[src/hdl/bpda_pkg.sv]
`timescale 1ns / 1ps

package bpda_pkg;

  // debouncer states, one machine per key
  typedef enum logic [1:0] {
    ST_UP      = 2'd0,
    ST_FALLING = 2'd1,
    ST_DOWN    = 2'd2,
    ST_RISING  = 2'd3
  } debounce_t;

  // control value and limit registers
  localparam int unsigned VALUE_W = 10;
  localparam logic [VALUE_W-1:0] RESET_VALUE = 10'd500;
  localparam logic [VALUE_W-1:0] RESET_MIN   = 10'd100;
  localparam logic [VALUE_W-1:0] RESET_MAX   = 10'd900;

  // configuration register indexes
  localparam int unsigned CFG_IDX_W = 1;
  localparam logic [CFG_IDX_W-1:0] CFG_MIN_VALUE = 1'b0;
  localparam logic [CFG_IDX_W-1:0] CFG_MAX_VALUE = 1'b1;

  // stream payload layout
  localparam int unsigned NOW_W     = 32;
  localparam int unsigned DUR_W     = 32;
  localparam int unsigned IN_DATA_W  = 40;
  localparam int unsigned OUT_DATA_W = 80;

  // result item field positions
  localparam int unsigned O_VALUE_LSB = 0;
  localparam int unsigned O_REL0      = 10;
  localparam int unsigned O_REL1      = 11;
  localparam int unsigned O_DUR0_LSB  = 12;
  localparam int unsigned O_DUR1_LSB  = 44;
  localparam int unsigned O_DOWN0     = 76;
  localparam int unsigned O_DOWN1     = 77;

endpackage

[src/hdl/button_press_duration_adjuster.sv]
`timescale 1ns / 1ps

// channel   | dir | signals                          | content
// ----------+-----+----------------------------------+---------------------------------------
// s_        | in  | s_tvalid s_tready s_tdata[39:0]  | one debounce sample per item
// m_        | out | m_tvalid m_tready m_tdata[79:0]  | one result item per sample
// cfg_      | in  | cfg_we cfg_index cfg_wdata[9:0]  | 0 = min_value, 1 = max_value
//
// each sample passes through the input register, then the debounce,
// duration and saturation logic into the result register
// one item per cycle sustained while m_tready stays high; the next sample sees the key state left by the
// previous one, which is updated as the result register loads
// rst is synchronous: keys up, stamps and durations zero, value 500, limits 100/900
// a stalled result holds the result register; the input register still takes
// one more item, then s_tready drops until the result is taken

module button_press_duration_adjuster #(
  parameter int unsigned TICK_BITS = 32
) (
  input  logic clk,
  input  logic rst,
  // key0_level [0], key1_level [1], now_ticks [33:2], zero [39:34]
  input  logic [bpda_pkg::IN_DATA_W-1:0] s_tdata,
  input  logic s_tvalid,
  output logic s_tready,
  // control_value [9:0], key0_released [10], key1_released [11],
  // key0_duration [43:12], key1_duration [75:44], key0_down [76], key1_down [77],
  // zero [79:78]
  output logic [bpda_pkg::OUT_DATA_W-1:0] m_tdata,
  output logic m_tvalid,
  input  logic m_tready,
  input  logic cfg_we,
  input  logic [bpda_pkg::CFG_IDX_W-1:0] cfg_index,
  input  logic [bpda_pkg::VALUE_W-1:0] cfg_wdata
);

  localparam int unsigned VW     = bpda_pkg::VALUE_W;
  localparam int unsigned VPAD   = TICK_BITS - VW;
  localparam int unsigned DUR_WS = bpda_pkg::DUR_W;

  // configuration
  logic [VW-1:0] min_value;
  logic [VW-1:0] max_value;

  // input register
  logic                 in_valid;
  logic [1:0]           in_pressed;
  logic [TICK_BITS-1:0] in_now;
  logic [TICK_BITS-1:0] now_ext;

  // key and value state
  bpda_pkg::debounce_t  st [2];
  bpda_pkg::debounce_t  st_next [2];
  logic [TICK_BITS-1:0] press_stamp [2];
  logic [TICK_BITS-1:0] hold_duration [2];
  logic [TICK_BITS-1:0] hold_duration_next [2];
  logic [VW-1:0]        adjusted_value;
  logic [VW-1:0]        adjusted_value_next;

  // per-key machine outputs
  logic [1:0] capture;
  logic [1:0] release_ok;
  logic [1:0] down_next;

  // arithmetic
  logic [VW-1:0]  inc_room;
  logic           inc_over;
  logic [VW-1:0]  v_after_inc;
  logic           dec_under;
  logic [VW-1:0]  dec_diff;
  logic [DUR_WS-1:0] dur_out [2];

  logic advance;

  // handshake: result register free or being emptied
  assign advance  = in_valid && (!m_tvalid || m_tready);
  assign s_tready = !in_valid || advance;

  // tick count taken modulo 2^TICK_BITS
  if (TICK_BITS > bpda_pkg::NOW_W) begin : g_now_wide
    assign now_ext = {{(TICK_BITS - bpda_pkg::NOW_W){1'b0}}, s_tdata[33:2]};
  end else begin : g_now_narrow
    assign now_ext = s_tdata[TICK_BITS+1:2];
  end

  // durations shown as their low 32 bits
  for (genvar k = 0; k < 2; k++) begin : g_dur
    if (TICK_BITS >= DUR_WS) begin : g_cut
      assign dur_out[k] = hold_duration_next[k][DUR_WS-1:0];
    end else begin : g_pad
      assign dur_out[k] = {{(DUR_WS - TICK_BITS){1'b0}}, hold_duration_next[k]};
    end
  end

  // configuration writes
  always_ff @(posedge clk) begin
    if (rst) begin
      min_value <= bpda_pkg::RESET_MIN;
      max_value <= bpda_pkg::RESET_MAX;
    end else if (cfg_we) begin
      unique case (cfg_index)
        bpda_pkg::CFG_MIN_VALUE: min_value <= cfg_wdata;
        bpda_pkg::CFG_MAX_VALUE: max_value <= cfg_wdata;
        default: ;
      endcase
    end
  end

  // input register
  always_ff @(posedge clk) begin
    if (rst) begin
      in_valid <= 1'b0;
    end else if (s_tready) begin
      in_valid <= s_tvalid;
    end
  end

  always_ff @(posedge clk) begin
    if (s_tvalid && s_tready) begin
      in_pressed <= ~s_tdata[1:0];
      in_now     <= now_ext;
    end
  end

  // debouncer next state
  always_comb begin
    for (int k = 0; k < 2; k++) begin
      unique case (st[k])
        bpda_pkg::ST_UP:
          st_next[k] = in_pressed[k] ? bpda_pkg::ST_FALLING : bpda_pkg::ST_UP;
        bpda_pkg::ST_FALLING:
          st_next[k] = in_pressed[k] ? bpda_pkg::ST_DOWN : bpda_pkg::ST_UP;
        bpda_pkg::ST_DOWN:
          st_next[k] = in_pressed[k] ? bpda_pkg::ST_DOWN : bpda_pkg::ST_RISING;
        bpda_pkg::ST_RISING:
          st_next[k] = in_pressed[k] ? bpda_pkg::ST_DOWN : bpda_pkg::ST_UP;
        default:
          st_next[k] = bpda_pkg::ST_UP;
      endcase
    end
  end

  // debouncer outputs: press stamp capture, confirmed release, held flag
  always_comb begin
    for (int k = 0; k < 2; k++) begin
      capture[k]    = (st[k] == bpda_pkg::ST_FALLING) && in_pressed[k];
      release_ok[k] = (st[k] == bpda_pkg::ST_RISING) && !in_pressed[k];
      down_next[k]  = (st_next[k] == bpda_pkg::ST_DOWN) ||
                      (st_next[k] == bpda_pkg::ST_RISING);
    end
  end

  // hold duration as a wrapping difference
  always_comb begin
    for (int k = 0; k < 2; k++) begin
      hold_duration_next[k] = release_ok[k] ? (in_now - press_stamp[k]) : hold_duration[k];
    end
  end

  // key 0 adds with saturation at max, then key 1 subtracts with saturation at min
  always_comb begin
    inc_room    = max_value - adjusted_value;
    inc_over    = (adjusted_value > max_value) ||
                  (hold_duration_next[0] > {{VPAD{1'b0}}, inc_room});
    if (release_ok[0]) begin
      v_after_inc = inc_over ? max_value
                             : adjusted_value + hold_duration_next[0][VW-1:0];
    end else begin
      v_after_inc = adjusted_value;
    end
    dec_under = hold_duration_next[1] > {{VPAD{1'b0}}, v_after_inc};
    dec_diff  = v_after_inc - hold_duration_next[1][VW-1:0];
    if (release_ok[1]) begin
      adjusted_value_next = (dec_under || (dec_diff < min_value)) ? min_value : dec_diff;
    end else begin
      adjusted_value_next = v_after_inc;
    end
  end

  // key state update as the result register loads
  always_ff @(posedge clk) begin
    if (rst) begin
      for (int k = 0; k < 2; k++) begin
        st[k]            <= bpda_pkg::ST_UP;
        press_stamp[k]   <= '0;
        hold_duration[k] <= '0;
      end
      adjusted_value <= bpda_pkg::RESET_VALUE;
    end else if (advance) begin
      for (int k = 0; k < 2; k++) begin
        st[k]            <= st_next[k];
        hold_duration[k] <= hold_duration_next[k];
        if (capture[k]) begin
          press_stamp[k] <= in_now;
        end
      end
      adjusted_value <= adjusted_value_next;
    end
  end

  // result register
  always_ff @(posedge clk) begin
    if (rst) begin
      m_tvalid <= 1'b0;
    end else if (advance) begin
      m_tvalid <= 1'b1;
    end else if (m_tready) begin
      m_tvalid <= 1'b0;
    end
  end

  always_ff @(posedge clk) begin
    if (advance) begin
      m_tdata <= {2'b00, down_next[1], down_next[0], dur_out[1], dur_out[0],
                  release_ok[1], release_ok[0], adjusted_value_next};
    end
  end

endmodule

[config.mk]
export PLATFORM = sky130hd
export DESIGN_NAME = button_press_duration_adjuster
export DESIGN_NICKNAME = d
export VERILOG_FILES = /design/src/hdl/bpda_pkg.sv /design/src/hdl/button_press_duration_adjuster.sv
export SDC_FILE = /design/constraint.sdc
export NUM_CORES = 1
export LEC_CHECK = 0
export ABC_AREA = 1
export BUFFER_PORTS_ARGS = -buffer_cell sky130_fd_sc_hd__buf_4
export CAP_MARGIN = 30
export CORE_ASPECT_RATIO = 0.6
export CORE_MARGIN = 5
export CORE_UTILIZATION = 34
export CTS_CLUSTER_DIAMETER = 120
export CTS_CLUSTER_SIZE = 10
export DETAILED_ROUTE_END_ITERATION = 8
export SYNTH_ARGS = -nofsm -noshare
export SYNTH_HDL_FRONTEND = slang
export SYNTH_SLANG_ARGS = --single-unit
[constraint.sdc]
create_clock -name clk -period 6.6 [get_ports clk]
set_input_delay 0.66 -clock clk [delete_from_list [all_inputs] [get_ports clk]]
set_output_delay 0.66 -clock clk [all_outputs]
set_load 0.05 [all_outputs]
==> key figures, run 1 <==
Routing
  • Final ANT Viol Nets: 0
  • Final wirelength: 58000 um
  • Vias: 15971
  • Drt first pass iters: 5
  • DRC violations left: 0
  • Vias per inst: 4.75
  • Iter 0 DRT Violations: 1280
  • Wirelength per Cell: 17.2 um

Critical path
  • Worst-path fanout max: 7
  • Startpoint Class: flip-flop
  • Slowest stage delay, CP: ~0.43 ns
  • Worst-path cell with the longest stage delay: edfxtp_1
  • Crit path to: m_tdata[8]
  • Worst EP arrival: 7.41 ns
  • Worst path most repeated cell: nand2_1
  • Worst flop-to-flop path startpoint: press_stamp[0][0]
  • Worst Setup Path Type: flip-flop to flip-flop
  • Critical Path End Type: flip-flop
  • Cells on worst reg2reg path: 46
  • WP data required: 6.94 ns
  • RR Endpoint: m_tdata[8]
  • FF-to-FF setup slack: -0.47 ns
  • CP Launch Point: press_stamp[0][0]

STA
  • Fmax achieved: 0.141 GHz
  • Fin. Hold Viols: 0
  • Setup Skew: 0.0207 ns
  • Least-Margin Pin Slew: about 1.2 ns
  • Final Cycle Share: 107%
  • Setup violators final: 20
  • Min cycle time layout: 7.07 ns
  • Headroom to the max-slew limit: between 20% and 30%
  • Final worst setup slack: -0.468 ns
  • Fin. max-slew vios: 0
  • RSZ-0062 raised after global routing: yes
  • Hold Slack: 0.236 ns

Clock network
  • CTS H-tree lvls: 1
  • Clk root buf: clkbuf_16
  • Clk buf depth: 3
  • TritonCTS Sinks: approximately 280
  • Post-CTS Hold Buffers: 0
  • CTS tree: built
  • Clk_lat worst skew: 0.60 ns
  • Cts bufs inserted: 31
  • CTS clock-pin slew for the worst setup and hold paths: 0.07 ns

Die
  • Die Wd: 303 um
  • I/O pin count: 138
  • FP Rows: 64
  • Die Height: approximately 190 um
  • Core Area: between 0.05 and 0.06 mm2
  • Starting Density: 34.4%
  • DIE AREA: 0.0564 mm2

Synthesis
  • EDFF count, synth: 244
  • Most used flip-flop cell after synthesis: edfxtp_1
  • Ys Warns: 0
  • Netlist area before placement: approximately 0.018 mm2
  • FFs w/ async S/R, synth: 0%
  • Seq/Total Area, Yosys: 45.4%
  • Synth unique cells: 47
  • Post-Syn Instances: 2216
  • Number of synthesized register bits: about 280
  • Syn avg cell area: 7.92 um2

Global route
  • Vias in the first global route: 15352
  • Initial antenna violation count: 1
  • GR Overflow Total: 0
  • First-pass GRT wire length: between 80000 and 90000 um
  • Pin count of the biggest net entering global routing: between 40 and 50
  • Total global-route track usage: roughly a fifth

Power and ir drop
  • Seq pwr share: 41.4%
  • Switch share: 31.4%
  • Switching pwr: 0.00156 W
  • Pwr Density: 215 mW/mm2
  • Leak: 11.0 nW
  • Comb pwr share: 26.0%
  • Peak supply drop: 256 uV
  • Clock Power Share: 32.6%
  • Pint: 0.00340 W

Placement
  • PortBufs: about 130
  • Hpwl dp: around 46000 um
  • Placed cells: 3273
  • Gpl congestion: 0.938

Finish
  • Non-filler cells, final: 3364
  • Ant diodes: 0
  • Fill cell count: 5054
  • Multi-input logic area: about 0.0085 mm2
  • Final #Nets: 2826
  • Layout cells sized above 1: 24.3%
  • Area grow syn2layout: 31.3%
  • Fin util: between 40% and 50%
  • Reg area: between 0.007 and 0.008 mm2

Run
  • Max cap viols: 0

Worst hold path
  • Hold Crit Class: primary input to flip-flop

Outcome
  • Failing checks: negative setup slack
  • Outcome: finished, violations left
==> area by class of cell <==
class	count	share of cell area, %
Clock buffer	56	3.77
Clock inverter	2	0.109
Inverter	410	6.68
Multi-Input combinational cell	1495	36.9
Sequential cell	276	34.6
Tap cell	693	3.76
Timing Repair Buffer	432	14.2
==> stage by stage <==
| step | setup WS, ns | area (um2) | setup TNS (ns) | total power [W] |
|---|---|---|---|---|
| floorplan | 0.336 | 17600 | 0 | 0.00278 |
| finish | -0.468 | 23000 | -8.01 | 0.00496 |
| global placement | -0.379 | 21300 | -6.22 | 0.00326 |
| detailed placement | -0.630 | 21300 | -11.23 | 0.00327 |
| CTS | -0.222 | 22800 | -3.44 | 0.00495 |
| global route | -0.874 | 23000 | -16.50 | 0.00521 |
==> kinds of logic after synthesis <==
kind of cell,share of synthesized area (%)
simple gates,26.9
buf+inv,9.78
flops,45.4
compound gates,6.78
fa+ha+maj,9.05
xor+xnor,2.05
other cells,0.0214
==> synth_stat cells, types with 4 or more instances <==
cell type | number | area share [%]
nand2_1 | 596 | 13
inv_1 | 398 | 8.5
edfxtp_1 | 244 | 42
nor2_1 | 212 | 4.5
nand3_1 | 186 | 5.3
a21oi_1 | 121 | 3.4
ha_1 | 119 | 8.5
o21ai_0 | 56 | 1.6
dfxtp_1 | 32 | 3.6
xor2_1 | 25 | 1.2
nand4_1 | 22 | 0.78
clkbuf_1 | 20 | 0.43
nand2_2 | 20 | 0.71
or2_2 | 20 | 0.71
nor3_1 | 17 | 0.48
xnor2_1 | 16 | 0.80
inv_2 | 10 | 0.21
nor2_2 | 9 | 0.32
buf_2 | 8 | 0.23
nand3b_1 | 8 | 0.34
nand3_2 | 7 | 0.40
o21bai_1 | 7 | 0.30
buf_4 | 6 | 0.26
o21ai_1 | 6 | 0.17
a21o_1 | 5 | 0.21
a31oi_1 | 5 | 0.18
fa_1 | 5 | 0.57
o21a_1 | 5 | 0.21
o211ai_1 | 4 | 0.17
o21ai_2 | 4 | 0.20
==> layout by cell type, fill, tap and decap left out, drive strengths merged, types with 22 or more instances in the layout <==
cell type and n:
a21oi 123, buf 432, clkbuf 56, dfxtp 32, edfxtp 244, ha 119, inv 408, nand2 617
nand3 193, nand4 22, nor2 223, o21ai 66, xor2 25
==> critical path, delay by kind of cell (launching register included) <==
family,cells,cell delay [ns]
DFF,1,0.43
AOI/OAI and AO/OA,6,1.01
adders and majority gates,6,1.58
and+or+nand+nor,23,2.30
xor gates and xnor gates,2,0.43
buffers and inverters,9,1.02
==> layer usage <==
metal | share of wire, % | GRT usage (%) | wire [um]
met5 | 0 | 0 | 0
met4 | 2.0 | 4.27 | 1180
met3 | 7.9 | 4.44 | 4600
met2 | 38 | 27.3 | 22100
met1 | 52 | 32.7 | 30100
==> what timing repair did <==
| action | 4_1_cts | 5_1_grt |
|---|---|---|
| pin swaps | 30 | 21 |
| buffers inserted | 26 | 6 |
| gates resized for setup | 76 | 51 |
| cloned | 2 | 0 |
| setup endpoints to repair | 20 | 20 |
==> flip-flops by register name, indices dropped and copies added (netlist names) <==
register        count
adjusted_value     10
in_valid            1
press_stamp        64
st                  4
m_tvalid            1
min_value          10
max_value          10
in_pressed          2
hold_duration      64
in_now             32
m_tdata            78
==> power groups by stage <==
stage                     Combinational, W  Clock (W)  Sequential, W
after floorplan                   0.000611          0        0.00216
after global placement             0.00117          0        0.00208
after detailed placement           0.00118          0        0.00209
after CTS                          0.00124    0.00165        0.00205
after global routing               0.00142    0.00172        0.00206
final                              0.00129    0.00162        0.00205
==> how the worst min path moves through the flow <==
stage / from / to / depth (start not counted)
final: s_tdata[26] / in_now[24] / 1
after detailed placement: min_value[0] / min_value[0] / 2
after CTS: s_tdata[18] / in_now[16] / 1
after global routing: s_tdata[26] / in_now[24] / 1
after floorplan: min_value[0] / min_value[0] / 2
after global placement: adjusted_value[9] / adjusted_value[9] / 2
No activity file was read; power rests on OpenSTA's default activity.
==> run 2: changes to the inputs <==
--- a/config.mk
+++ b/config.mk
@@ -8,12 +8,15 @@
 export ABC_AREA = 1
 export BUFFER_PORTS_ARGS = -buffer_cell sky130_fd_sc_hd__buf_4
 export CAP_MARGIN = 30
+export CELL_PAD_IN_SITES_DETAIL_PLACEMENT = 0
+export CELL_PAD_IN_SITES_GLOBAL_PLACEMENT = 1
 export CORE_ASPECT_RATIO = 0.6
 export CORE_MARGIN = 5
 export CORE_UTILIZATION = 34
 export CTS_CLUSTER_DIAMETER = 120
 export CTS_CLUSTER_SIZE = 10
 export DETAILED_ROUTE_END_ITERATION = 8
+export PLACE_DENSITY_LB_ADDON = 0.1
 export SYNTH_ARGS = -nofsm -noshare
 export SYNTH_HDL_FRONTEND = slang
 export SYNTH_SLANG_ARGS = --single-unit
==> run 2 against run 1 <==
Against the previous run: the flow still finishes with violations (negative setup slack); sequential power hardly changed; final cell count down 0.65%; die area unchanged; setup slack worse by 0.0046 ns; clock skew increased by 0.0058 ns; clock-buffer cell count grew 1; critical path type unchanged; critical endpoint is now m_tdata[9]; largest cell class unchanged.
==> key figures, run 2 (synthesized netlist as in run 1, its figures left out) <==
Outcome
  • Outcome: finished, violations left
  • Failing checks: negative setup slack

Finish
  • Largest registers: m_tdata x78, hold_duration x64, press_stamp x64
  • Fill cell count: 5110 (+1.1%)
  • Final Instance Area: 0.0231 mm2 (+0.11%)
  • Area grow syn2layout: 31.4%
  • Most frequent cells in the layout: nand2_1, buf_4, inv_1, edfxtp_1, nor2_1
  • Most common cell after layout, fill and taps aside: nand2_1
  • Ant diodes: 0 (unchanged)
  • Register with the most flip-flops: m_tdata
  • Layout cells sized above 1: 24.1% (-0.14 points)
  • Largest register FFs: 78 (unchanged)
  • Fin util: 45.2% (+0.052 points)
  • Final #Nets: 2804 (-0.78%)

Global route
  • Vias in the first global route: 14693 (-4.3%)
  • Total global-route track usage: 20.0% (-0.25 points)
  • Initial antenna violation count: 0 (-1)
  • GR Overflow Total: 0 (unchanged)
  • Pin count of the biggest net entering global routing: 69 (+64%)
  • First-pass GRT wire length: 87000 um (-1.9%)

STA
  • Final worst setup slack: -0.472 ns (-0.00457 ns)
  • Hold Slack: 0.231 ns (-0.00543 ns)
  • Fin. Hold Viols: 0 (unchanged)
  • Headroom to the max-slew limit: 12.6% (-10 points)
  • Min cycle time layout: 7.07 ns (+0.00457 ns)
  • Least-Margin Pin Slew: 1.31 ns (+0.151 ns)
  • Fmax achieved: 0.141 GHz (about the same)
  • Setup violators final: 20 (unchanged)
  • Sum Neg Setup Slack: -8.63 ns (-0.617 ns)
  • Fin. max-slew vios: 0 (unchanged)
  • Setup Skew: 0.0265 ns (+0.00577 ns)
  • RSZ-0062 raised after global routing: yes
  • Final Cycle Share: 107% (about the same)

Clock network
  • TritonCTS Sinks: 276 (unchanged)
  • Clk root buf: clkbuf_16
  • CTS tree: built
  • Cts bufs inserted: 31 (unchanged)
  • Clk buf depth: 3 (unchanged)
  • CTS H-tree lvls: 1 (unchanged)
  • Clk_lat worst skew: 0.61 ns (about the same)
  • Post-CTS Hold Buffers: 0 (unchanged)
  • CTS clock-pin slew for the worst setup and hold paths: 0.07 ns (about the same)

Run
  • Max cap viols: 0 (unchanged)

Worst hold path
  • Min-delay src: s_tdata[11]
  • Worst Hold Depth: 1 (unchanged)
  • Worst Hold Endpoint: in_now[9]
  • Hold Crit Class: primary input to flip-flop

Placement
  • Gpl congestion: 0.892 (-4.8%)
  • Area post-placement: 0.0212 mm2 (-0.32%)
  • Hpwl dp: 46100 um (+0.75%)
  • PortBufs: 129 (unchanged)

Critical path
  • Worst Setup Path Type: flip-flop to flip-flop
  • Worst path most repeated cell: nand2_1
  • Worst flop-to-flop path startpoint: press_stamp[0][0]
  • CP Launch Point: press_stamp[0][0]
  • Worst EP arrival: 7.43 ns (+0.02 ns)
  • RR Endpoint: m_tdata[9]
  • WP data required: 6.96 ns (+0.02 ns)
  • Cells on worst reg2reg path: 51 (+11%)
  • Slowest stage delay, CP: 0.43 ns (about the same)
  • Worst-path fanout max: 6 (-1)
  • Worst-path cell with the longest stage delay: edfxtp_1
  • Startpoint Class: flip-flop
  • Critical Path End Type: flip-flop
  • FF-to-FF setup slack: -0.47 ns (about the same)

Die
  • Starting Density: 34.4% (unchanged)
  • Die Height: 186 um (unchanged)
  • FP Rows: 64 (unchanged)
  • Core Area: 0.0510 mm2 (unchanged)
  • Die Wd: 303 um (unchanged)
  • I/O pin count: 138 (unchanged)
  • DIE AREA: 0.0564 mm2 (unchanged)

Routing
  • Vias per inst: 4.64 (-2.4%)
  • Final ANT Viol Nets: 0 (unchanged)
  • Iter 0 DRT Violations: 919 (-28%)
  • Vias: 15491 (-3.0%)
  • Wirelength per Cell: 17.2 um (about the same)
  • Drt first pass iters: 5 (unchanged)
  • DRC violations left: 0 (unchanged)
  • Final wirelength: 57600 um (-0.75%)

Power and ir drop
  • Peak supply drop: 206 uV (-19%)
  • Leak: 11.0 nW (-0.66%)
  • Final Total Pwr: 0.00495 W (-0.15%)
  • Pwr Density: 215 mW/mm2 (-0.26%)
## run 2: cell count changes in the layout (fill, tap and decap cells not counted), moves of 4 or more
cell / previous run / this run
buf_4: 428 / 405
nand3_1: 166 / 152
nand3_4: 5 / 17
nand2_1: 570 / 559
nand2_4: 6 / 16
nor2_1: 205 / 209
## run 2: layout make-up
class	count	area, um2	area share (%)
Inverter	410	1550	6.70
Timing Repair Buffer	410	3110	13.5
Clock inverter	1	20.0	0.0868
Clock buffer	57	895	3.88
Sequential cell	276	7970	34.5
Tap cell	693	867	3.76
Multi-Input combinational cell	1495	8660	37.5
## run 2: per-stage QoR
step / cells / setup slack (ns)
floorplan: 2217 / 0.336
detailed placement: 3264 / -0.951
finish: 3342 / -0.472
CTS: 3335 / -0.599
global route: 3342 / -0.886
global placement: 3264 / -0.705
## run 2: how the worst max path moves through the flow
stage | cells after the start | slack, ns | to
2_1_floorplan | 48 | 0.34 | m_tdata[0]
3_3_place_gp | 51 | -0.70 | adjusted_value[7]
3_5_place_dp | 50 | -0.95 | adjusted_value[7]
4_1_cts | 50 | -0.60 | m_tdata[3]
5_1_grt | 48 | -0.89 | m_tdata[9]
6_report | 51 | -0.47 | m_tdata[9]
## run 2: per-layer routing
layer	wire [um]	global-route usage (%)
met1	32500	34.2
met2	21100	26.2
met3	3140	3.09
met4	822	2.98
met5	0	0
## run 2: timing repair
action	CTS	global route
resized for setup	83	80
setup endpoints to repair	20	20
endpoints found under the hold margin	0	0
gates cloned	1	1
pin swaps	50	58
buffers inserted	12	7
## run 2: worst max-delay path, delay by kind of cell, from the launching register on
family	cells	cell delay, ns
xor gates and xnor gates	1	0.17
and+or+nand+nor	30	3.15
buffers and inverters	14	1.38
DFF	1	0.43
AOI/OAI and AO/OA	1	0.40
adders and majority gates	5	1.29
## run 2: report_power, final
part           leakage (nW)  internal, W  switching [W]
Clock                 0.434     0.000906       0.000744
Sequential             2.71      0.00201      0.0000414
Combinational          7.83     0.000487       0.000764
Total                  11.0      0.00340        0.00155
==> run 3: changes to the inputs <==
==> config.mk (replaced) <==
export PLATFORM = sky130hd
export DESIGN_NAME = button_press_duration_adjuster
export DESIGN_NICKNAME = d
export VERILOG_FILES = /design/src/hdl/bpda_pkg.sv /design/src/hdl/button_press_duration_adjuster.sv
export SDC_FILE = /design/constraint.sdc
export NUM_CORES = 1
export LEC_CHECK = 0
export BUFFER_PORTS_ARGS = -buffer_cell sky130_fd_sc_hd__buf_4
export CAP_MARGIN = 30
export CORE_ASPECT_RATIO = 0.6
export CORE_UTILIZATION = 34
export CTS_CLUSTER_DIAMETER = 120
export CTS_CLUSTER_SIZE = 10
export DETAILED_ROUTE_END_ITERATION = 8
export SYNTH_ARGS = -nofsm -noshare
export SYNTH_HDL_FRONTEND = slang
export SYNTH_SLANG_ARGS = --single-unit
==> run 3 against run 2 <==
Against the previous run: the flow still finishes with violations (negative setup slack); fmax shrank 9.0%; routed wire length down 3.9%; clock-buffer cell count unchanged; synthesized cell count is 23% lower; sequential share of layout area increased by 1.1 points; global-route usage grew 1.4 points; die area is 10% lower; cell area decreased by 3.0%; critical path type unchanged; highest routed layer is now met5.
==> key figures, run 3 <==
STA
  • Min cycle time layout: 7.77 ns (+0.697 ns)
  • Headroom to the max-slew limit: 36.6% (+24 points)
  • Fin. Hold Viols: 0 (unchanged)
  • Setup violators final: 20 (unchanged)
  • RSZ-0062 raised after global routing: yes
  • Least-Margin Pin Slew: 0.950 ns (-0.359 ns)
  • Final worst setup slack: -1.17 ns (-0.697 ns)
  • Fin. max-slew vios: 0 (unchanged)
  • Setup Skew: 0.0214 ns (-0.00509 ns)
  • Fmax achieved: 0.129 GHz (-9.0%)
  • Final Cycle Share: 118% (+11 points)

Die
  • Die Height: 175 um (-6.1%)
  • FP Rows: 62 (-3.1%)
  • I/O pin count: 138 (unchanged)
  • DIE AREA: 0.0506 mm2 (-10%)
  • Die Wd: 290 um (-4.5%)
  • Core Area: 0.0484 mm2 (-5.1%)
  • Starting Density: 34.9% (+0.45 points)

Critical path
  • Worst-path fanout max: 6 (unchanged)
  • Worst path most repeated cell: buf_4
  • Delay-heaviest family, CP: simple AND/OR/NAND/NOR gates
  • Critical Path End Type: flip-flop
  • FF-to-FF setup slack: -1.17 ns (-0.70 ns)
  • Worst EP arrival: 8.13 ns (+0.70 ns)
  • Cells on worst reg2reg path: 43 (-16%)
  • CP Depth: 43 (-16%)
  • Startpoint Class: flip-flop
  • Buffers & Inverters on Critical Path: 11 (-3)
  • Worst Setup Path Type: flip-flop to flip-flop
  • Slowest stage delay, CP: 0.42 ns (about the same)
  • Worst-path cell with the longest stage delay: a2111oi_1
  • WP data required: 6.96 ns (about the same)

Finish
  • Area grow syn2layout: 32.6%
  • Register with the most flip-flops: m_tdata
  • Ant diodes: 0 (unchanged)
  • Multi-input logic area: 0.00859 mm2 (-0.88%)
  • Largest register FFs: 78 (unchanged)
  • Fill cell count: 4524 (-11%)
  • Most common cell after layout, fill and taps aside: buf_4
  • Reg area: 0.00797 mm2 (about the same)
  • Final Instance Area: 0.0224 mm2 (-3.0%)
  • Most frequent cells in the layout: buf_4, edfxtp_1, nand2_1, a21oi_1, inv_1
  • Final #Nets: 2306 (-18%)
  • Non-filler cells, final: 2791 (-16%)
  • Fin util: 46.2% (+0.99 points)
  • Largest registers: m_tdata x78, hold_duration x64, press_stamp x64
  • Layout cells sized above 1: 28.2% (+4.1 points)

Global route
  • First-pass GRT wire length: 82500 um (-5.1%)
  • Vias in the first global route: 13509 (-8.1%)
  • Pin count of the biggest net entering global routing: 44 (-36%)
  • GR Overflow Total: 0 (unchanged)
  • Initial antenna violation count: 1 (+1)
  • Total global-route track usage: 21.5% (+1.4 points)

Clock network
  • Post-CTS Hold Buffers: 0 (unchanged)
  • Clk root buf: clkbuf_16
  • TritonCTS Sinks: 276 (unchanged)
  • Cts bufs inserted: 31 (unchanged)
  • CTS tree: built
  • Clk_lat worst skew: 0.61 ns (about the same)
  • CTS H-tree lvls: 1 (unchanged)
  • Clk buf depth: 3 (unchanged)
  • CTS clock-pin slew for the worst setup and hold paths: 0.06 ns (about the same)

Synthesis
  • Post-Syn Instances: 1706 (-23%)
  • Top cell type's share of synthesized area: 43.4% (+1.7 points)
  • Ys Warns: 0 (unchanged)
  • Syn avg cell area: 9.89 um2 (+25%)
  • Number of synthesized register bits: 276 (unchanged)
  • Seq/Total Area, Yosys: 47.2% (+1.8 points)
  • Most used flip-flop cell after synthesis: edfxtp_1
  • Netlist area before placement: 0.0169 mm2 (-3.9%)
  • EDFF count, synth: 244 (unchanged)
  • FFs w/ async S/R, synth: 0% (unchanged)
  • Commonest cells in the netlist: edfxtp_1, nand2_1, a21oi_1
  • Count leader, synth: edfxtp_1
  • Top post-synthesis cells by area: edfxtp_1, ha_1, a21oi_1
  • Synth unique cells: 85 (+81%)
  • Synth area leader: edfxtp_1

Placement
  • Area post-placement: 0.0209 mm2 (-1.3%)
  • PortBufs: 129 (unchanged)
  • Gpl congestion: 0.970 (+8.7%)
  • Hpwl dp: 42700 um (-7.4%)
  • Placed cells: 2713 (-17%)

Power and ir drop
  • Peak supply drop: 193 uV (-6.3%)
  • Final Total Pwr: 0.00508 W (+2.6%)
  • Leak: 9.42 nW (-14%)
  • Pwr Density: 227 mW/mm2 (+5.8%)

Routing
  • Vias per inst: 5.25 (+13%)
  • DRC violations left: 0 (unchanged)
  • Final ANT Viol Nets: 0 (unchanged)
  • Vias: 14653 (-5.4%)
  • Drt first pass iters: 6 (+1)
  • Iter 0 DRT Violations: 1594 (+73%)
  • Final wirelength: 55400 um (-3.9%)
  • Wirelength per Cell: 19.8 um (+15%)

Worst hold path
  • Hold Crit Class: primary input to flip-flop
  • Worst Hold Depth: 1 (unchanged)

Run
  • Max cap viols: 0 (unchanged)

Outcome
  • Failing checks: negative setup slack
  • Outcome: finished, violations left
## run 3: cell types whose count changed after synthesis, sizes merged, moves of 28 or more
cell | before | now
a21oi | 123 | 153
and2 | 2 | 68
clkbuf | 20 | 48
inv | 408 | 145
nand2 | 616 | 185
nand3 | 193 | 31
nor2 | 223 | 110
## run 3: per-stage QoR
| step | hold slack [ns] | TNS, ns | setup WS (ns) |
|---|---|---|---|
| finish | 0.230 | -21.86 | -1.17 |
| global route | 0.209 | -29.07 | -1.52 |
| CTS | 0.207 | -21.93 | -1.18 |
| detailed placement | 0.451 | -24.14 | -1.53 |
| global placement | 0.448 | -19.15 | -1.28 |
| floorplan | 0.436 | -4.59 | -0.369 |
## run 3: worst reg2reg max path: cells and delay by family, from the launching register on
family | cells | cell delay (ns)
xor+xnor | 1 | 0.18
compound gates | 11 | 1.97
fa+ha+maj | 5 | 1.31
simple gates | 15 | 2.27
flops | 1 | 0.37
buf+inv | 11 | 1.44
## run 3: timing repair
action | 4_1_cts | 5_1_grt
gates resized for setup | 40 | 26
endpoints found under the setup margin | 20 | 20
pin swaps | 36 | 22
hold endpoints to repair | 0 | 0
buffers inserted | 13 | 6
## run 3: final timing paths
| kind | startpoint | endpoint |
|---|---|---|
| max reg2reg | adjusted_value[0] | m_tdata[9] |
| min | s_tdata[27] | in_now[25] |
| max | adjusted_value[0] | m_tdata[9] |
| min reg2reg | min_value[4] | min_value[4] |
## run 3: power breakdown
| part | switching [W] | leakage [nW] | internal (W) | total (W) |
|---|---|---|---|---|
| Clock | 0.000729 | 0.434 | 0.000906 | 0.00164 |
| Combinational | 0.000799 | 6.27 | 0.000589 | 0.00139 |
| Sequential | 0.0000485 | 2.72 | 0.00201 | 0.00206 |
| Total | 0.00158 | 9.42 | 0.00350 | 0.00508 |
## run 3: layout make-up
cell class | instances | share of cell area [%]
tap | 640 | 3.58
clock buffer | 57 | 4.00
multi-input combinational | 1211 | 38.4
timing repair buffer | 461 | 15.9
sequential | 276 | 35.6
clock inverter | 1 | 0.0895
inverter | 145 | 2.44
## run 3: cells by family (layout without fill, tap and decap cells)
family	count (synthesis)	in the layout	share of synthesized area (%)
compound gates	441	441	17.1
xor+xnor	60	60	3.11
fa+ha+maj	124	124	9.41
buf+inv	220	664	5.22
flops	276	276	47.2
mux	27	27	1.64
other cells	1	2	0.0222
simple gates	557	557	16.3
## run 3: layer usage
layer	global-route usage, %	wire (um)	vias to the layer above
li1	-	-	7038
met1	36.1	29000	6988
met2	27.2	20800	564
met3	4.53	4570	61
met4	3.82	970	2
met5	0	11	-
